### config.mk
export PLATFORM = sky130hd
export DESIGN_NAME = five_channel_median_ema_conditioner_flat
export DESIGN_NICKNAME = d
export VERILOG_FILES = /design/src/rtl/core/medema_pkg.sv /design/src/rtl/core/medema_chan_if.sv /design/src/rtl/core/five_channel_median_ema_conditioner.sv /design/src/rtl/core/medema_median.sv /design/src/rtl/core/medema_div.sv /design/src/flat_wrapper.sv
export SDC_FILE = /design/constraint.sdc
export NUM_CORES = 2
export LEC_CHECK = 0
export BUFFER_PORTS_ARGS = -buffer_cell sky130_fd_sc_hd__buf_2
export CORE_MARGIN = 8
export CORE_UTILIZATION = 60
export CTS_CLUSTER_DIAMETER = 150
export DETAILED_ROUTE_END_ITERATION = 8
export PLACE_DENSITY = 0.78
export SYNTH_ARGS = -nofsm -noshare
export SYNTH_HDL_FRONTEND = slang
export SYNTH_SLANG_ARGS = --single-unit
### constraint.sdc
create_clock -name clk -period 36.2 [get_ports clk]
set_input_delay 7.24 -clock clk [delete_from_list [all_inputs] [get_ports clk]]
set_output_delay 7.24 -clock clk [all_outputs]
set_load 0.02 [all_outputs]
### src/rtl/core/medema_pkg.sv
// Shared types and constants of the five-channel median and moving-average conditioner.
// Used by the arithmetic units, the top level, its checker and the testbench.
// Depends on nothing.
package medema_pkg;

	localparam int NCH          = 5;
	localparam int SAMPLE_W     = 16;
	localparam int ALPHA_W      = 9;
	localparam int ALPHA_SHIFT  = 8;
	localparam int ROUND_HALF   = 128;

	typedef logic signed [SAMPLE_W-1:0] sample_t;
	typedef logic [SAMPLE_W-1:0]        bend_t;
	typedef logic [ALPHA_W-1:0]         alpha_t;

	localparam alpha_t ALPHA_ONE   = 9'd256;
	localparam alpha_t ALPHA_RESET = 9'd77;

	// Request type codes.
	localparam logic REQ_STREAM = 1'b0;
	localparam logic REQ_CAL    = 1'b1;

	// Result kind codes.
	localparam logic KIND_BEND = 1'b0;
	localparam logic KIND_REST = 1'b1;

	typedef struct packed {
		logic    req_type;
		sample_t sample_thumb;
		sample_t sample_index;
		sample_t sample_middle;
		sample_t sample_ring;
		sample_t sample_pinky;
	} req_t;

	typedef struct packed {
		logic    result_kind;
		bend_t   bend_thumb;
		bend_t   bend_index;
		bend_t   bend_middle;
		bend_t   bend_ring;
		bend_t   bend_pinky;
		sample_t rest_thumb;
		sample_t rest_index;
		sample_t rest_middle;
		sample_t rest_ring;
		sample_t rest_pinky;
	} rsp_t;

endpackage

### src/rtl/core/medema_chan_if.sv
// Valid/ready channel carrying one payload of a chosen type.
// Used for the request, result and configuration channels; depends on nothing.
interface medema_chan_if #(
	parameter type payload_t = logic
) ();
	logic     valid;
	logic     ready;
	payload_t payload;

	modport source (output valid, output payload, input ready);
	modport sink   (input valid, input payload, output ready);
endinterface

### src/rtl/core/five_channel_median_ema_conditioner.sv
// Top level of the five-channel median and moving-average conditioner.
// Depends on medema_pkg, medema_chan_if, medema_median and medema_div.
//
// One request is handled at a time; req.ready is high only while the block is idle, and the
// result waits in a register until rsp.ready. The five channels rotate through one shared
// datapath, one channel per step. A stream request runs each channel through the median
// selector, then one multiply, one update and one bend step. A calibration request adds
// each sample to its channel's sum; the one that finishes the set then runs each sum
// through the divider, which multiplies it by the reciprocal of CAL_SAMPLES, and then
// gives the result.
module five_channel_median_ema_conditioner #(
	parameter int WINDOW      = 5,
	parameter int CAL_SAMPLES = 60,
	parameter int FRAC_BITS   = 8
) (
	input  logic          clk,
	input  logic          arst_n,
	medema_chan_if.sink   req,
	medema_chan_if.source rsp,
	medema_chan_if.sink   cfg
);

	localparam int NCH  = medema_pkg::NCH;
	localparam int SW   = medema_pkg::SAMPLE_W + FRAC_BITS;
	localparam int SUMW = medema_pkg::SAMPLE_W + 1 + $clog2(CAL_SAMPLES);
	localparam int PW   = SW + 1 + medema_pkg::ALPHA_W + 1;
	localparam int FW   = $clog2(WINDOW + 1);
	localparam int CCW  = $clog2(CAL_SAMPLES + 1);
	localparam int CHW  = $clog2(NCH);

	typedef enum logic [7:0] {
		ST_IDLE    = 8'b0000_0001,
		ST_CAL_ADD = 8'b0000_0010,
		ST_DIV     = 8'b0000_0100,
		ST_MED     = 8'b0000_1000,
		ST_MUL     = 8'b0001_0000,
		ST_UPD     = 8'b0010_0000,
		ST_BEND    = 8'b0100_0000,
		ST_OUT     = 8'b1000_0000
	} state_t;

	state_t                      state_q;
	logic [CHW-1:0]              ch_q;
	medema_pkg::alpha_t          alpha_q;
	logic [CCW-1:0]              cal_cnt_q;
	logic [FW-1:0]               fill_q;
	logic                        med_start_q;
	logic                        div_start_q;
	logic                        kind_q;

	medema_pkg::sample_t         smp_q [NCH];
	logic signed [SUMW-1:0]      sum_q [NCH];
	medema_pkg::sample_t         off_q [NCH];
	logic signed [SW-1:0]        ema_q [NCH];
	medema_pkg::sample_t         win_q [NCH][WINDOW];
	medema_pkg::bend_t           res_q [NCH];
	logic signed [PW-1:0]        prod_q;

	medema_pkg::sample_t         in_smp [NCH];
	logic                        last_ch;
	logic                        med_done;
	medema_pkg::sample_t         med;
	logic                        div_done;
	medema_pkg::sample_t         quo;
	medema_pkg::alpha_t          a_sat;
	logic signed [medema_pkg::ALPHA_W:0] a_s;
	logic signed [SW-1:0]        med_fx;
	logic signed [SW:0]          diff;
	logic signed [PW-1:0]        acc;
	logic signed [SW-1:0]        ema_new;
	logic [medema_pkg::SAMPLE_W-1:0] trunc_v;
	logic                        round_up;
	logic [medema_pkg::SAMPLE_W:0]   dev;
	logic [medema_pkg::SAMPLE_W:0]   mag;
	medema_pkg::bend_t           bend;
	medema_pkg::rsp_t            rsp_d;

	assign in_smp[0] = req.payload.sample_thumb;
	assign in_smp[1] = req.payload.sample_index;
	assign in_smp[2] = req.payload.sample_middle;
	assign in_smp[3] = req.payload.sample_ring;
	assign in_smp[4] = req.payload.sample_pinky;

	assign last_ch = (ch_q == CHW'(NCH - 1));

	medema_median #(
		.WINDOW (WINDOW)
	) u_median (
		.clk    (clk),
		.arst_n (arst_n),
		.start  (med_start_q),
		.ent    (win_q[0]),
		.fill   (fill_q),
		.done   (med_done),
		.median (med)
	);

	medema_div #(
		.DW      (SUMW),
		.DIVISOR (CAL_SAMPLES)
	) u_div (
		.clk      (clk),
		.arst_n   (arst_n),
		.start    (div_start_q),
		.dividend (sum_q[0]),
		.done     (div_done),
		.quotient (quo)
	);

	// Moving average: s' = floor((a*(m<<F - s) + 256*s + 128) / 256).
	assign a_sat   = (alpha_q > medema_pkg::ALPHA_ONE) ? medema_pkg::ALPHA_ONE : alpha_q;
	assign a_s     = $signed({1'b0, a_sat});
	assign med_fx  = {med, {FRAC_BITS{1'b0}}};
	assign diff    = (SW + 1)'(med_fx) - (SW + 1)'(ema_q[0]);
	assign acc     = prod_q + (PW'(ema_q[0]) <<< medema_pkg::ALPHA_SHIFT)
	               + PW'(medema_pkg::ROUND_HALF);
	assign ema_new = acc[SW-1+medema_pkg::ALPHA_SHIFT:medema_pkg::ALPHA_SHIFT];

	// Truncate toward zero, then take the distance from the rest offset.
	assign round_up = ema_q[0][SW-1] && (|ema_q[0][FRAC_BITS-1:0]);
	assign trunc_v  = ema_q[0][SW-1:FRAC_BITS] + {{(medema_pkg::SAMPLE_W-1){1'b0}}, round_up};
	assign dev      = {trunc_v[medema_pkg::SAMPLE_W-1], trunc_v}
	                - {off_q[0][medema_pkg::SAMPLE_W-1], off_q[0]};
	assign mag      = dev[medema_pkg::SAMPLE_W] ? ((medema_pkg::SAMPLE_W + 1)'(0) - dev) : dev;
	assign bend     = mag[medema_pkg::SAMPLE_W] ? '1 : mag[medema_pkg::SAMPLE_W-1:0];

	always_ff @(posedge clk or negedge arst_n) begin
		if (!arst_n) begin
			state_q     <= ST_IDLE;
			ch_q        <= '0;
			alpha_q     <= medema_pkg::ALPHA_RESET;
			cal_cnt_q   <= '0;
			fill_q      <= '0;
			med_start_q <= 1'b0;
			div_start_q <= 1'b0;
			for (int c = 0; c < NCH; c++) begin
				sum_q[c] <= '0;
				off_q[c] <= '0;
				ema_q[c] <= '0;
			end
		end else begin
			med_start_q <= 1'b0;
			div_start_q <= 1'b0;
			if (cfg.valid && cfg.ready) begin
				alpha_q <= cfg.payload;
			end
			unique case (state_q)
				ST_IDLE: begin
					if (req.valid) begin
						ch_q <= '0;
						if (req.payload.req_type == medema_pkg::REQ_CAL) begin
							state_q <= ST_CAL_ADD;
						end else begin
							state_q     <= ST_MED;
							med_start_q <= 1'b1;
							if (fill_q != FW'(WINDOW)) begin
								fill_q <= fill_q + FW'(1);
							end
						end
					end
				end
				ST_CAL_ADD: begin
					for (int c = 0; c < NCH - 1; c++) begin
						sum_q[c] <= sum_q[c+1];
					end
					sum_q[NCH-1] <= sum_q[0] + SUMW'(smp_q[0]);
					if (last_ch) begin
						ch_q <= '0;
						if (cal_cnt_q == CCW'(CAL_SAMPLES - 1)) begin
							cal_cnt_q   <= '0;
							state_q     <= ST_DIV;
							div_start_q <= 1'b1;
						end else begin
							cal_cnt_q <= cal_cnt_q + CCW'(1);
							state_q   <= ST_IDLE;
						end
					end else begin
						ch_q <= ch_q + CHW'(1);
					end
				end
				ST_DIV: begin
					if (div_done) begin
						for (int c = 0; c < NCH - 1; c++) begin
							sum_q[c] <= sum_q[c+1];
							off_q[c] <= off_q[c+1];
							ema_q[c] <= ema_q[c+1];
						end
						sum_q[NCH-1] <= '0;
						off_q[NCH-1] <= quo;
						ema_q[NCH-1] <= {quo, {FRAC_BITS{1'b0}}};
						if (last_ch) begin
							state_q <= ST_OUT;
						end else begin
							ch_q        <= ch_q + CHW'(1);
							div_start_q <= 1'b1;
						end
					end
				end
				ST_MED: begin
					if (med_done) begin
						state_q <= ST_MUL;
					end
				end
				ST_MUL: begin
					state_q <= ST_UPD;
				end
				ST_UPD: begin
					ema_q[0] <= ema_new;
					state_q  <= ST_BEND;
				end
				ST_BEND: begin
					for (int c = 0; c < NCH - 1; c++) begin
						off_q[c] <= off_q[c+1];
						ema_q[c] <= ema_q[c+1];
					end
					off_q[NCH-1] <= off_q[0];
					ema_q[NCH-1] <= ema_q[0];
					if (last_ch) begin
						state_q <= ST_OUT;
					end else begin
						ch_q        <= ch_q + CHW'(1);
						state_q     <= ST_MED;
						med_start_q <= 1'b1;
					end
				end
				ST_OUT: begin
					if (rsp.ready) begin
						state_q <= ST_IDLE;
					end
				end
				default: begin
					state_q <= ST_IDLE;
				end
			endcase
		end
	end

	// Sample windows are shift lines: the newest sample enters at the front and the
	// oldest falls off, so the filled entries are always the leading ones.
	always_ff @(posedge clk) begin
		case (state_q)
			ST_IDLE: begin
				if (req.valid) begin
					kind_q <= (req.payload.req_type == medema_pkg::REQ_CAL) ?
					          medema_pkg::KIND_REST : medema_pkg::KIND_BEND;
					for (int c = 0; c < NCH; c++) begin
						smp_q[c] <= in_smp[c];
					end
					if (req.payload.req_type == medema_pkg::REQ_STREAM) begin
						for (int c = 0; c < NCH; c++) begin
							win_q[c][0] <= in_smp[c];
							for (int k = 1; k < WINDOW; k++) begin
								win_q[c][k] <= win_q[c][k-1];
							end
						end
					end
				end
			end
			ST_CAL_ADD: begin
				for (int c = 0; c < NCH - 1; c++) begin
					smp_q[c] <= smp_q[c+1];
				end
				smp_q[NCH-1] <= smp_q[0];
			end
			ST_DIV: begin
				if (div_done) begin
					for (int c = 0; c < NCH - 1; c++) begin
						res_q[c] <= res_q[c+1];
					end
					res_q[NCH-1] <= medema_pkg::bend_t'(quo);
				end
			end
			ST_MUL: begin
				prod_q <= diff * a_s;
			end
			ST_BEND: begin
				for (int c = 0; c < NCH - 1; c++) begin
					res_q[c] <= res_q[c+1];
					win_q[c] <= win_q[c+1];
				end
				res_q[NCH-1] <= bend;
				win_q[NCH-1] <= win_q[0];
			end
			default: begin
			end
		endcase
	end

	always_comb begin
		rsp_d             = '0;
		rsp_d.result_kind = kind_q;
		if (kind_q == medema_pkg::KIND_BEND) begin
			rsp_d.bend_thumb  = res_q[0];
			rsp_d.bend_index  = res_q[1];
			rsp_d.bend_middle = res_q[2];
			rsp_d.bend_ring   = res_q[3];
			rsp_d.bend_pinky  = res_q[4];
		end else begin
			rsp_d.rest_thumb  = medema_pkg::sample_t'(res_q[0]);
			rsp_d.rest_index  = medema_pkg::sample_t'(res_q[1]);
			rsp_d.rest_middle = medema_pkg::sample_t'(res_q[2]);
			rsp_d.rest_ring   = medema_pkg::sample_t'(res_q[3]);
			rsp_d.rest_pinky  = medema_pkg::sample_t'(res_q[4]);
		end
	end

	assign req.ready   = (state_q == ST_IDLE);
	assign cfg.ready   = 1'b1;
	assign rsp.valid   = (state_q == ST_OUT);
	assign rsp.payload = rsp_d;

endmodule

### src/rtl/core/medema_median.sv
// Iterative upper-median selector over one channel's sample window.
// Visits one candidate per cycle and ranks it against all filled entries.
// Depends on medema_pkg.
module medema_median #(
	parameter int WINDOW = 5,
	localparam int CW = $clog2(WINDOW + 1),
	localparam int JW = (WINDOW > 1) ? $clog2(WINDOW) : 1
) (
	input  logic                clk,
	input  logic                arst_n,
	input  logic                start,
	input  medema_pkg::sample_t ent [WINDOW],
	input  logic [CW-1:0]       fill,
	output logic                done,
	output medema_pkg::sample_t median
);

	logic                busy_q;
	logic                done_q;
	logic [JW-1:0]       j_q;
	medema_pkg::sample_t median_q;
	medema_pkg::sample_t cand;
	logic [CW-1:0]       rank;
	logic                hit;
	logic                last;

	assign cand = ent[j_q];
	assign last = (j_q == JW'(WINDOW - 1));

	// Rank is the candidate's place in a stable sort: smaller entries, plus
	// equal entries that sit earlier in the window.
	always_comb begin
		rank = '0;
		for (int i = 0; i < WINDOW; i++) begin
			if (CW'(i) < fill) begin
				if (ent[i] < cand) begin
					rank = rank + CW'(1);
				end else if ((ent[i] == cand) && (JW'(i) < j_q)) begin
					rank = rank + CW'(1);
				end
			end
		end
	end

	assign hit = (CW'(j_q) < fill) && (rank == (fill >> 1));

	always_ff @(posedge clk or negedge arst_n) begin
		if (!arst_n) begin
			busy_q <= 1'b0;
			done_q <= 1'b0;
			j_q    <= '0;
		end else begin
			done_q <= 1'b0;
			if (start) begin
				busy_q <= 1'b1;
				j_q    <= '0;
			end else if (busy_q) begin
				if (last) begin
					busy_q <= 1'b0;
					done_q <= 1'b1;
				end else begin
					j_q <= j_q + JW'(1);
				end
			end
		end
	end

	always_ff @(posedge clk) begin
		if (busy_q && hit) begin
			median_q <= cand;
		end
	end

	assign done   = done_q;
	assign median = median_q;

endmodule

### src/rtl/core/medema_div.sv
// Divider of a signed sum by a fixed count, done by multiplying by the count's reciprocal.
// The quotient is truncated toward zero. Depends on medema_pkg.
module medema_div #(
	parameter int DW      = 23,
	parameter int DIVISOR = 60,
	localparam int KW = DW + $clog2(DIVISOR),
	localparam int MW = DW + 2,
	localparam int PW = DW + MW
) (
	input  logic                clk,
	input  logic                arst_n,
	input  logic                start,
	input  logic [DW-1:0]       dividend,
	output logic                done,
	output medema_pkg::sample_t quotient
);

	// The reciprocal is rounded up. With KW fraction bits its error stays below one unit of
	// the quotient for every dividend magnitude under 2**DW, so the product floors exactly.
	localparam logic [63:0]   RECIP   = ((64'd1 << KW) + 64'(DIVISOR - 1)) / 64'(DIVISOR);
	localparam logic [MW-1:0] RECIP_M = RECIP[MW-1:0];

	logic          busy_q;
	logic          done_q;
	logic          neg_q;
	logic [DW-1:0] mag_q;
	logic [PW-1:0] prod_q;
	logic [medema_pkg::SAMPLE_W-1:0] mag;

	always_ff @(posedge clk or negedge arst_n) begin
		if (!arst_n) begin
			busy_q <= 1'b0;
			done_q <= 1'b0;
		end else begin
			done_q <= 1'b0;
			if (start) begin
				busy_q <= 1'b1;
			end else if (busy_q) begin
				busy_q <= 1'b0;
				done_q <= 1'b1;
			end
		end
	end

	// The magnitude is registered at start and multiplied by the reciprocal while busy.
	always_ff @(posedge clk) begin
		if (start) begin
			neg_q <= dividend[DW-1];
			mag_q <= dividend[DW-1] ? (DW'(0) - dividend) : dividend;
		end
		if (busy_q) begin
			prod_q <= PW'(mag_q) * PW'(RECIP_M);
		end
	end

	assign mag      = prod_q[KW +: medema_pkg::SAMPLE_W];
	assign quotient = neg_q ? medema_pkg::sample_t'(16'd0 - mag) : medema_pkg::sample_t'(mag);
	assign done     = done_q;

endmodule

### src/flat_wrapper.sv
// flat-port wrapper written by rule: the top's interface ports become plain ports
module five_channel_median_ema_conditioner_flat 
#(
	parameter int WINDOW      = 5,
	parameter int CAL_SAMPLES = 60,
	parameter int FRAC_BITS   = 8
)
  (clk, arst_n, req_valid, req_payload, req_ready, rsp_valid, rsp_payload, rsp_ready, cfg_valid, cfg_payload, cfg_ready);
  medema_chan_if #(.payload_t(medema_pkg::req_t)) req_i ();
  medema_chan_if #(.payload_t(medema_pkg::rsp_t)) rsp_i ();
  medema_chan_if #(.payload_t(medema_pkg::alpha_t)) cfg_i ();
  input  logic clk;
  input  logic arst_n;
  input wire logic [$bits(req_i.valid)-1:0] req_valid;
  input wire logic [$bits(req_i.payload)-1:0] req_payload;
  output wire logic [$bits(req_i.ready)-1:0] req_ready;
  output wire logic [$bits(rsp_i.valid)-1:0] rsp_valid;
  output wire logic [$bits(rsp_i.payload)-1:0] rsp_payload;
  input wire logic [$bits(rsp_i.ready)-1:0] rsp_ready;
  input wire logic [$bits(cfg_i.valid)-1:0] cfg_valid;
  input wire logic [$bits(cfg_i.payload)-1:0] cfg_payload;
  output wire logic [$bits(cfg_i.ready)-1:0] cfg_ready;
  assign req_i.valid = req_valid;
  assign req_i.payload = req_payload;
  assign req_ready = req_i.ready;
  assign rsp_valid = rsp_i.valid;
  assign rsp_payload = rsp_i.payload;
  assign rsp_i.ready = rsp_ready;
  assign cfg_i.valid = cfg_valid;
  assign cfg_i.payload = cfg_payload;
  assign cfg_ready = cfg_i.ready;
  five_channel_median_ema_conditioner #(.WINDOW(WINDOW), .CAL_SAMPLES(CAL_SAMPLES), .FRAC_BITS(FRAC_BITS)) u_core (.clk(clk), .arst_n(arst_n), .req(req_i), .rsp(rsp_i), .cfg(cfg_i));
endmodule
==> reports/results.env <==
OUTCOME='completed'
SYNTH-EDFF-COUNT=642
PIN_COUNT=259
WORST_HOLD_PATH_TYPE='flop to flop'
YOSYS_WARNINGS=0
SYNTH.CELL_AREA_UM2=59130
CAP_VIOLATIONS=0
YOSYS_MOST_USED_DFF='sky130_fd_sc_hd__edfxtp_1'
WORSTSKEWPAIRLATENCY_NS=0.70
SYNTH.FF_LATCH_COUNT=995
SYNTH_TOP_CELLS_BY_COUNT='sky130_fd_sc_hd__nand2_1 (2055), sky130_fd_sc_hd__edfxtp_1 (642), sky130_fd_sc_hd__ha_1 (393), sky130_fd_sc_hd__inv_1 (393), sky130_fd_sc_hd__dfrtp_1 (348)'
DRT-WIRELENGTH-PER-CELL_UM=18.87
GRT_OVERFLOW=0
WORST_SLEW_MARGIN_REL_PCT=16.82
FINAL.PERIOD_UTILIZATION_PCT=28.02
GRT_START_MAX_NET_PINS=247
SEQ_AREA_UM2=28120
CTS.ROOT.BUFFER_CELL='sky130_fd_sc_hd__clkbuf_16'
GRT_UTIL_ALL_LAYERS_PCT=26.17
SYNTH_NETS=6737
CHIPHEIGHT_UM=329.9
REPORT.FINAL.SETUP_VIOL=0
DRT_DRC_VIOLATIONS_LEFT=0
TIMING.CRITICAL_PATH.FANOUT_MAX=88
GRT_PASS1_WL_UM=226800
RSZ0062_AT_GRT='false'
RESIDUAL_ANTENNA_VIOLATING_NET_COUNT_AFTER_DETAILED_ROUTING=0
POST-CTS-SETUP-BUFFER-COUNT=0
NUMBER_OF_GLOBAL_ROUTE_VIAS_BEFORE_REPAIR=42115
SEQUENTIAL_ELEMENT_SHARE_OF_THE_SYNTHESIZED_AREA_PCT=47.56
ASYNC_FLOP_SHARE_PCT=35.48
TRITONCTS_NUM_SINKS=995
SETUP-TNS-FINAL_NS=0
SYNTHESIS.AREA_PER_INSTANCE_UM2=9.835
SYNTH_LARGEST_AREA_CELL='sky130_fd_sc_hd__edfxtp_1'
ENDPOINT_KIND='flop'
SYNTH.AREA.TOP_CELLS='sky130_fd_sc_hd__edfxtp_1 (33%), sky130_fd_sc_hd__dfrtp_1 (15%), sky130_fd_sc_hd__nand2_1 (13%)'
DRIVE_ABOVE_1_SHARE_PCT=9.616
CTS_MAX_LEVEL=3
SYNTHDISTINCTLIBCELLS=79
VIASPERCELL=5.638
TOTALWIRELENGTH_UM=142200
NUM_VIAS=42491
DPL.HPWL_UM=102400
WORST-SETUP-PATH-TYPE='input port to flop'
TIMING.FINAL.CRIT_PERIOD_NS=10.14
NUM-NETS-FINAL=6885
CLK_PIN_SLEW_WORST_SETUP_HOLD_PATHS_NS=0.06
ROUTABILITYCONGESTION=0.8891
CTS_MAX_PATH_BUFFERS=3
COUNT_OF_MAPPED_CELLS_OUT_OF_SYNTHESIS=6012
CLOCK_TREE_FROM_TRITONCTS='done'
NUMPORTBUFFERS=257
WORST_CLOCK_SKEW_NS=0.03457
INSERTEDDIODECOUNT=0
DRT-PASS1-ITER-COUNT=8
FINAL-HOLD-VIOLATION-COUNT=0
CORE_AREA_UM2=97990
TIGHTESTPINTRANSITION_NS=1.248
WORST-ENDPOINT-REQUIRED_NS=36.50
GRT_ANTENNA_BEFORE_REPAIR=0
CTS_HOLD_BUF=0
INITIAL_UTILIZATION_PCT=60.34
FOOTPRINT_OF_THE_MULTI_INPUT_GATES_UM2=28640
SYNTH_TO_FINAL_AREA_CHANGE_PCT=9.882
SYNTHMOSTINSTANTIATEDCELL='sky130_fd_sc_hd__nand2_1'
FP.DIEW_UM=329.9
SLEW_VIOL_FINAL=0
DIE-AREA_UM2=108800
WORST_SETUP_PATH_START_KIND='input port'
NUM_ROWS=115
SYNTHDOMINANTCELLAREASHARE_PCT=32.61
ACHIEVABLE_CLOCK_FREQUENCY_MHz=98.60
CTS_BUFFERS=103
CP_DATA_ARRIVAL_TIME_NS=10.44
CTSRESIZECOUNT=0
FIRST_ITER_VIOLATIONS=3742
FILLERINSTANCES=7539
==> layer usage <==
layer  wire, um  part of all wire [%]  vias to the layer above  GRT usage (%)
met5          0                     0                        -              0
li1           -                     -                    20211              -
met4       5912                   4.2                        0          10.23
met3       8610                   6.1                      296          3.721
met2      69300                    49                     1310          43.69
met1      58400                    41                    20674          34.68
==> sequential cells by signal (all words and copies together) (netlist names), 8 cells and up <==
name                    flops
u_core.alpha_q              9
u_core.off_q               80
u_core.smp_q               80
u_core.ema_q              120
u_core.res_q               80
u_core.win_q              400
u_core.sum_q              115
u_core.prod_q              25
u_core.u_div.mag_q         23
u_core.state_q              8
u_core.u_median.median     16
u_core.u_div.prod_q        16
==> kinds of logic after synthesis <==
family	Yosys count	share of synthesized area, %
AND/OR/NAND/NOR	2753	19.45
AO/OA/AOI/OAI	638	6.727
flip-flops	995	47.56
buffers and inverters	641	4.105
XOR/XNOR	204	3.058
multiplexers	150	2.755
adder cells (fa/ha/maj)	630	16.34
other	1	0.006342
==> metrics by stage <==
stage          utilization (%)  cells  cell area [um^2]  setup slack [ns]  hold WS [ns]
3_5_place_dp             62.74   7342             61480             25.37        0.4462
3_3_place_gp             62.74   7342             61480             25.44        0.4485
6_report                 66.30   7537             64970             26.06        0.4575
2_1_floorplan                -   6012             59130             10.09        0.4231
4_1_cts                  66.30   7537             64970             26.10        0.4479
5_1_grt                  66.30   7537             64970             25.90        0.4722
==> cell usage in the layout, fill, tap and decap left out, drive strengths merged, types with 19 or more instances in the layout <==
cell type,count
mux2,102
o21ai,187
edfxtp,642
nand2b,26
nand3,33
inv,402
nor2,247
xor2,58
nor2b,119
fa,237
clkbuf,129
a21o,57
nand4,24
a211oi,19
clkinv,41
ha,393
mux2i,48
nor3,36
o31ai,19
a31oi,20
nand2,2055
buf,291
dfrtp,348
a21oi,177
o21a,26
and2,114
xnor2,145
==> area by class of cell <==
cell class | instances | share of cell area, %
repair buffers | 291 | 2.504
clock buffers | 129 | 4.391
multi-input cells | 4376 | 44.08
clock inverters | 66 | 0.9860
well taps | 1287 | 2.479
inverters | 393 | 2.282
flip-flops and latches | 995 | 43.28
==> worst paths after layout <==
| kind | start | end | slack (ns) | cells past startpoint |
|---|---|---|---|---|
| setup / recovery | req_valid | u_core.win_q[0][348] | 26.06 | 6 |
| hold / removal | u_core.ema_q[59] | u_core.ema_q[83] | 0.46 | 2 |
| min in group asynchronous | arst_n | u_core.off_q[19] | 6.65 | 1 |
| max in group asynchronous | arst_n | u_core.sum_q[97] | 28.02 | 2 |
| setup reg to reg | u_core.ema_q[96] | u_core.prod_q[31] | 27.80 | 28 |
| hold reg to reg | u_core.ema_q[59] | u_core.ema_q[83] | 0.46 | 2 |
==> worst max-delay path: stages <==
cell and delay [ns]:
sky130_fd_sc_hd__buf_2 0.10, sky130_fd_sc_hd__nand2_1 0.28, sky130_fd_sc_hd__o21ai_4 0.22, sky130_fd_sc_hd__buf_4 0.85, sky130_fd_sc_hd__buf_4 0.78, sky130_fd_sc_hd__buf_4 0.81
Power is left out: the tool's default activity adds up to more than one toggle a clock period on the data nets, which glitch-free logic cannot reach.
